[config.mk]
export PLATFORM = sky130hd
export DESIGN_NAME = dlts_cell
export DESIGN_NICKNAME = d
export VERILOG_FILES = /design/src/dlts_pkg.sv /design/src/dlts_cell.sv
export SDC_FILE = /design/constraint.sdc
export NUM_CORES = 1
export LEC_CHECK = 0
export ABC_AREA = 1
export BUFFER_PORTS_ARGS = -buffer_cell sky130_fd_sc_hd__buf_2
export CAP_MARGIN = 20
export CORE_AREA = 2 2 152 154
export CTS_BUF_LIST = sky130_fd_sc_hd__clkbuf_8 sky130_fd_sc_hd__clkbuf_16
export DETAILED_ROUTE_END_ITERATION = 7
export DIE_AREA = 0 0 154 156
export GPL_TIMING_DRIVEN = 0
export HOLD_SLACK_MARGIN = 0.03
export SETUP_SLACK_MARGIN = 0.1
export SYNTH_ARGS = -nofsm -noshare
export SYNTH_HDL_FRONTEND = slang
export SYNTH_SLANG_ARGS = --single-unit
export TNS_END_PERCENT = 1
[constraint.sdc]
create_clock -name clk -period 5.5 [get_ports clk]
set_input_delay 0.55 -clock clk [delete_from_list [all_inputs] [get_ports clk]]
set_output_delay 0.55 -clock clk [all_outputs]
set_load 0.05 [all_outputs]
[src/dlts_pkg.sv]
// ============================================================================
// dlts_pkg
// Shared types and codes for the delta-list task scheduler.
// ============================================================================
package dlts_pkg;

    typedef enum logic [1:0] {
        KIND_TICK     = 2'd0,
        KIND_ADD      = 2'd1,
        KIND_DELETE   = 2'd2,
        KIND_DISPATCH = 2'd3
    } kind_t;

    typedef enum logic [1:0] {
        ST_OK         = 2'd0,
        ST_FULL       = 2'd1,
        ST_NOT_FOUND  = 2'd2,
        ST_BAD_HANDLE = 2'd3
    } status_t;

    // one list entry
    typedef struct packed {
        logic [7:0]  handle;
        logic [31:0] delay;
        logic [31:0] period;
        logic        ready;
        logic [15:0] id;
    } entry_t;

    // per-cycle command broadcast to every cell
    typedef enum logic [2:0] {
        OP_HOLD,
        OP_SHIFT_UP,   // take the lower neighbor's entry (cells above pos)
        OP_SHIFT_DOWN, // take the upper neighbor's entry (cells at/after k)
        OP_WRITE,      // load the new entry (cell pos)
        OP_SUB,        // delay -= operand (successor trim)
        OP_ADD,        // delay += operand (successor merge)
        OP_DEC,        // delay -= 1
        OP_MARK        // set ready
    } cell_op_t;

    typedef struct packed {
        cell_op_t    op;
        logic [31:0] operand;
        entry_t      wr;
    } cell_cmd_t;

    typedef enum logic [2:0] {
        S_IDLE,
        S_MARK,
        S_WALK,
        S_SHIFT_UP,
        S_WRITE,
        S_TRIM,
        S_REMOVE,
        S_SHIFT_DOWN
    } state_t;

endpackage

[src/dlts_cell.sv]
// ============================================================================
// dlts_cell
// One slot of the list: holds an entry, shifts with its neighbors.
// ============================================================================
module dlts_cell (
    input  logic               clk,
    input  logic               rst_n,
    input  logic               sel,
    input  logic               shift_en,
    input  dlts_pkg::cell_cmd_t cmd,
    input  dlts_pkg::entry_t   lower,
    input  dlts_pkg::entry_t   upper,
    output dlts_pkg::entry_t   q
);
    import dlts_pkg::*;

    entry_t ent_reg, ent_next;

    // next entry
    always_comb
    begin
        ent_next = ent_reg;
        unique case (cmd.op)
            OP_SHIFT_UP:   if (shift_en) ent_next = lower;
            OP_SHIFT_DOWN: if (shift_en) ent_next = upper;
            OP_WRITE:      if (sel) ent_next = cmd.wr;
            OP_SUB:        if (sel) ent_next.delay = ent_reg.delay - cmd.operand;
            OP_ADD:        if (sel) ent_next.delay = ent_reg.delay + cmd.operand;
            OP_DEC:        if (sel) ent_next.delay = ent_reg.delay - 32'd1;
            OP_MARK:       if (sel) ent_next.ready = 1'b1;
            default:       ent_next = ent_reg;
        endcase
    end

    always_ff @(posedge clk or negedge rst_n)
    begin
        if (!rst_n)
            ent_reg <= '0;
        else
            ent_reg <= ent_next;
    end

    assign q = ent_reg;
endmodule

# ---- After elaboration in Yosys (flattened, before gate mapping)
# Index checks and enable logic that the tools add are counted.
dict set report totals {
  reg_bits 89
  word_cells 40
}
dict set report classes {
  eq_ne 14
  muxes 12
  add_sub_neg 3
  n_reduce_logical 6
}
# op n
set op_table {}
lappend op_table {{two-way mux 89 bit} 3}
lappend op_table {{one-hot mux 32 bit (6 select lines)} 1}
lappend op_table {{two-way mux 32 bit} 3}
lappend op_table {{one-hot mux 32 bit (3 select lines)} 1}
lappend op_table {{one-hot mux 16 bit (3 select lines)} 1}
lappend op_table {{adder 32 bit} 1}
lappend op_table {{subtractor 32 x 1 -> 32 bit, second input constant} 1}
lappend op_table {{subtractor 32 bit} 1}
lappend op_table {{one-hot mux 8 bit (3 select lines)} 1}
lappend op_table {{!= test 2 bit, second input constant} 7}
lappend op_table {{== test 3 bit, second input constant} 4}
lappend op_table {{AND reduction 7 bit} 1}
lappend op_table {{== test 3 x 2 -> 1 bit, second input constant} 2}
lappend op_table {{nonzero test 6 bit} 1}
lappend op_table {{AND reduction 5 bit} 1}
lappend op_table {{one-hot mux 1 bit (4 select lines)} 1}
lappend op_table {{AND reduction 4 bit} 1}
lappend op_table {{nonzero test 4 bit} 1}
lappend op_table {{== test 3 x 1 -> 1 bit, second input constant} 1}
lappend op_table {{nonzero test 3 bit} 1}
lappend op_table {{two-way mux 1 bit} 1}

# ---- Logic depth before layout (Yosys ltp)
dict set report logic_depth {
  word_depth 3
  depth_mapped 25
  depth_no_buf 24
}

# ---- Worst setup path after synthesis
# No wires, ideal clock.
dict set report synth_path {
  kind {input -> register}
  startpoint {input port cmd[89] in the netlist's numbering}
  endpoint {register ent_reg, in the netlist q[78]}
  setup_slack_ns 2.387
  stages 21
  required_time_ns 5.382
  arrival_time_ns 2.995
  path_buffers 0
  cell_sequence {inv_1 > ha_1 > nand3_1 > nor2_1 > nand2_1 > nor2_1 > nand3_2 > nor2_2 > a21oi_1 > a21boi_0 > o21ai_0 > ha_1 > a21o_1 > a21oi_1 > o21ai_0 > a21oi_1 > nand3_1 > nand3_1 > nand2_1 > nand2_1 > nand2_1}
}
dict set report synth_between {
  elab_chain_cells 3
  elab_cells_between_ends 5
}
# item line
set synth_lines {}
lappend synth_lines {{from (decl)} dlts_cell.sv:10} ;# input dlts_pkg::cell_cmd_t cmd,
lappend synth_lines {{adder 32 bit or subtractor 32 bit (tied branches)} {dlts_cell.sv:28, dlts_cell.sv:27}}
lappend synth_lines {{two-way mux 32 bit, on equally long branches} {dlts_cell.sv:28, dlts_cell.sv:27}}
lappend synth_lines {{one-hot mux 32 bit (6 select lines) *} dlts_cell.sv:23} ;# unique case (cmd.op)
lappend synth_lines {{to (signal assigned)} dlts_cell.sv:40} ;# ent_reg <= ent_next;
lappend synth_lines {{to (decl)} dlts_cell.sv:17} ;# entry_t ent_reg, ent_next;
# Every way passes the cells marked *; elsewhere a longest branch is shown, timed or not. The select of a mux whose other input is x is not followed.
# A chain may end at the register's enable or synchronous reset.

# ---- Worst setup path in the final report
dict set report layout_path {
  startpoint {input port cmd[121] in the netlist's numbering}
  endpoint {register ent_reg, in the netlist q[75]}
}
dict set report layout_between {
  elab_chain_cells 3
  elab_cells_between_ends 15
}
# item line
set layout_lines {}
lappend layout_lines {{== test 3 x 2 -> 1 bit, or another cell as far along} dlts_cell.sv:23}
lappend layout_lines {{nonzero test 6 bit (no source line) or != test 2 bit (tied branches)} --}
lappend layout_lines {{AND reduction 7 bit (no source line)} --}
# Parallel ways exist; a longest one is shown, timed or not.

==> results.yml <==
power_and_ir_drop:
  power_density_nw_per_um2: 344
  pwr-share-clk_pct: 18.2
  p_int_mw: 1.76
  seqPwrFrac_pct: 25.4
  swShare_pct: 51.5
  ir_drop_uv: 150
  p_leak_nw: 5.26
  p_comb_share_pct: 56.5
  p_sw_mw: 1.86
  power_mw: 3.62
critical_path:
  critPathMaxFanout: 10
  max_stage_delay_ns: 0.39
  critical_path_class: "input pin to flop"
  critPathArrivalTime_ns: 4.36
  cp-end-kind: "flop"
  startpoint_type: "input pin"
  path_buf_inv: 8
  required_ns: 5.76
  path_delay_family: "simple AND/OR/NAND/NOR gates"
  slowest_stage: "ha_1"
  cpMostUsedCell: "nand2_1"
place:
  port_buffers: 394
  gp_congestion: 0.930
  hpwl_mm: 31.5
  pre_cts_ws_ns: 1.06
  dp.cells: 1840
status:
  status: "complete, no violations"
finish:
  nFillCells: 2411
  area_growth_pct: 34.4
  multi_input_area_um2: 5020
  drive_gt1_share_pct: 29.3
  finalNetCount: 1905
  ff_latch_area_um2: 2230
  layout.cells.most_common_list: "buf_2, nand2_1, nand3_1"
  largest_reg_flops: 89
  final_common_cell: "buf_2"
  final_cells: 1873
floorplan:
  die_y_um: 156
  rows: 55
  die_w_um: 154
  dieArea_um2: 24000
  coreArea_um2: 22400
  start_util_pct: 35.1
  ioPinCount: 395
sta:
  finalSetupViolCount: 0
  skew_ns: 0.00567
  hold_viol: 0
  period_needed_ns: 4.10
  timing.slew.headroom_pct: 48.8
  hold_slack_ns: 0.208
  rsz0062_at_grt: "no"
  max_freq_mhz: 244
  fin_setup_tns_ns: 0
  drv_slew: 0
  worst_slack_ns: 1.40
  worst_pin_slew_ns: 0.768
  finalCritPeriodShare_pct: 74.6
global_route:
  grt_max_degree: 48
  grt_overflow_total: 0
  grt.total_usage_pct: 30.7
  grt_pass1_vias: 9924
  antenna_found_initial: 25
  grt_pass1_wl_mm: 55.8
cts:
  holdBufCountCts: 0
  cts_tree: "yes"
  clk_pin_slew_ns: 0.07
  clk_latency_ns: 0.36
  cts-buffers-inserted: 9
  cts_setup_buffers: 0
  cts_resized: 0
  clockBufferDepth: 2
  cts_root_buf: "clkbuf_16"
  clock_sinks: 89
  htreeDepth: 3
detailed_routing:
  post_drt_wl_per_cell_um: 20.2
  viasPerCell: 5.42
  dr_total_vias: 10151
  drt_first_pass_iters: 5
  drc: 0
  drt-total-wl_mm: 37.8
  drt_iter0_markers: 630
  ant_nets: 0
synth:
  synthDistinctLibCells: 48
  synth.avg_cell_area_um2: 6.76
  yosysSeqAreaShare_pct: 28.4
  synth_ff_type: "dfrtp_1"
  postSynthCellCount: 1160
  yosysWarningCount: 0
  synthArstFlopShare_pct: 100
  synth_nets: 1499
  synth-edff-count: 0
  netlist_area_um2: 7850
  synth_seq_cells: 89
worst_hold_path:
  holdCritPathClass: "input pin to asynchronous set/reset pin"
job:
  maxCapViolCount: 0
-- cells in the mapped netlist (15+ instances only) --
cell type  number  area [um2]
a21oi_1        74         370
ha_1           32         400
a22oi_1        60         450
nand4_1        16         100
o21a_1         59         443
clkbuf_1       20        75.1
nand3_1       118         591
nor3_1         15        75.1
nand2_1       271        1020
dfrtp_1        89        2230
nor2_1        109         409
inv_1          83         312
a21boi_0       16         120
buf_2          29         145
o21ai_0        68         340
-- power by group through the flow --
stage,Sequential (mW),Combinational [mW],Clock [mW]
3_5_place_dp,0.930,2.03,0
6_report,0.918,2.04,0.659
3_3_place_gp,0.929,2.02,0
4_1_cts,0.918,2.03,0.669
5_1_grt,0.934,2.23,0.688
2_1_floorplan,1.40,0.905,0
-- cells by family (layout without fill, tap and decap cells) --
logic type / count (synthesis) / count (layout) / synth area share [%]
and+or+nand+nor: 550 / 550 / 29.8
AOI/OAI and AO/OA: 342 / 342 / 28.5
adders and majority gates: 33 / 33 / 5.36
xor gates and xnor gates: 3 / 3 / 0.335
DFF: 89 / 89 / 28.4
other: 0 / 17 / 0
buffers and inverters: 143 / 554 / 7.59
-- final cells by class --
cell class              count  area share, %
well taps                 285           3.38
repair buffers            395           19.0
flip-flops and latches     89           21.1
inverters                  87           3.10
clock buffers               9           2.14
clock inverters             7          0.665
multi-input cells         928           47.6
plain buffers              56           2.55
diodes                     17          0.404
-- metal layers --
metal  track usage, %  up-vias  share of wire (%)
li1                 -     4900                  -
met3             8.28       79                7.8
met5                0        -               0.24
met1             35.3     4744                 39
met2             53.4      412                 49
met4             14.5       16                3.9
-- metrics by stage --
| step | utilization (%) | cell area [um2] |
|---|---|---|
| final | 47.1 | 10500 |
| after global routing | 47.1 | 10500 |
| after CTS | 46.9 | 10500 |
| after detailed placement | 45.6 | 10200 |
| after global placement | 45.5 | 10200 |
| after floorplan | - | 7850 |
-- path summary, 6_finish.rpt --
kind / start / end / slack (ns) / depth (start not counted)
min reg2reg: q[43]$_DFFE_PN0P_ / q[43]$_DFFE_PN0P_ / 0.48 / 1
max reg2reg: q[49]$_DFFE_PN0P_ / q[75]$_DFFE_PN0P_ / 2.93 / 17
max in group asynchronous: rst_n / q[7]$_DFFE_PN0P_ / 4.60 / 2
min: rst_n / q[78]$_DFFE_PN0P_ / 0.21 / 1
max: cmd[121] / q[75]$_DFFE_PN0P_ / 1.40 / 25
min in group clk: lower[49] / q[49]$_DFFE_PN0P_ / 0.47 / 3
-- worst reg2reg max path, delay by kind of cell, from the launching register on --
family	cells	cell delay (ns)
fa+ha+maj	2	0.65
flops	1	0.35
buf+inv	3	0.31
simple gates	11	1.04
compound gates	1	0.13
(Power assumes the default switching activity.)
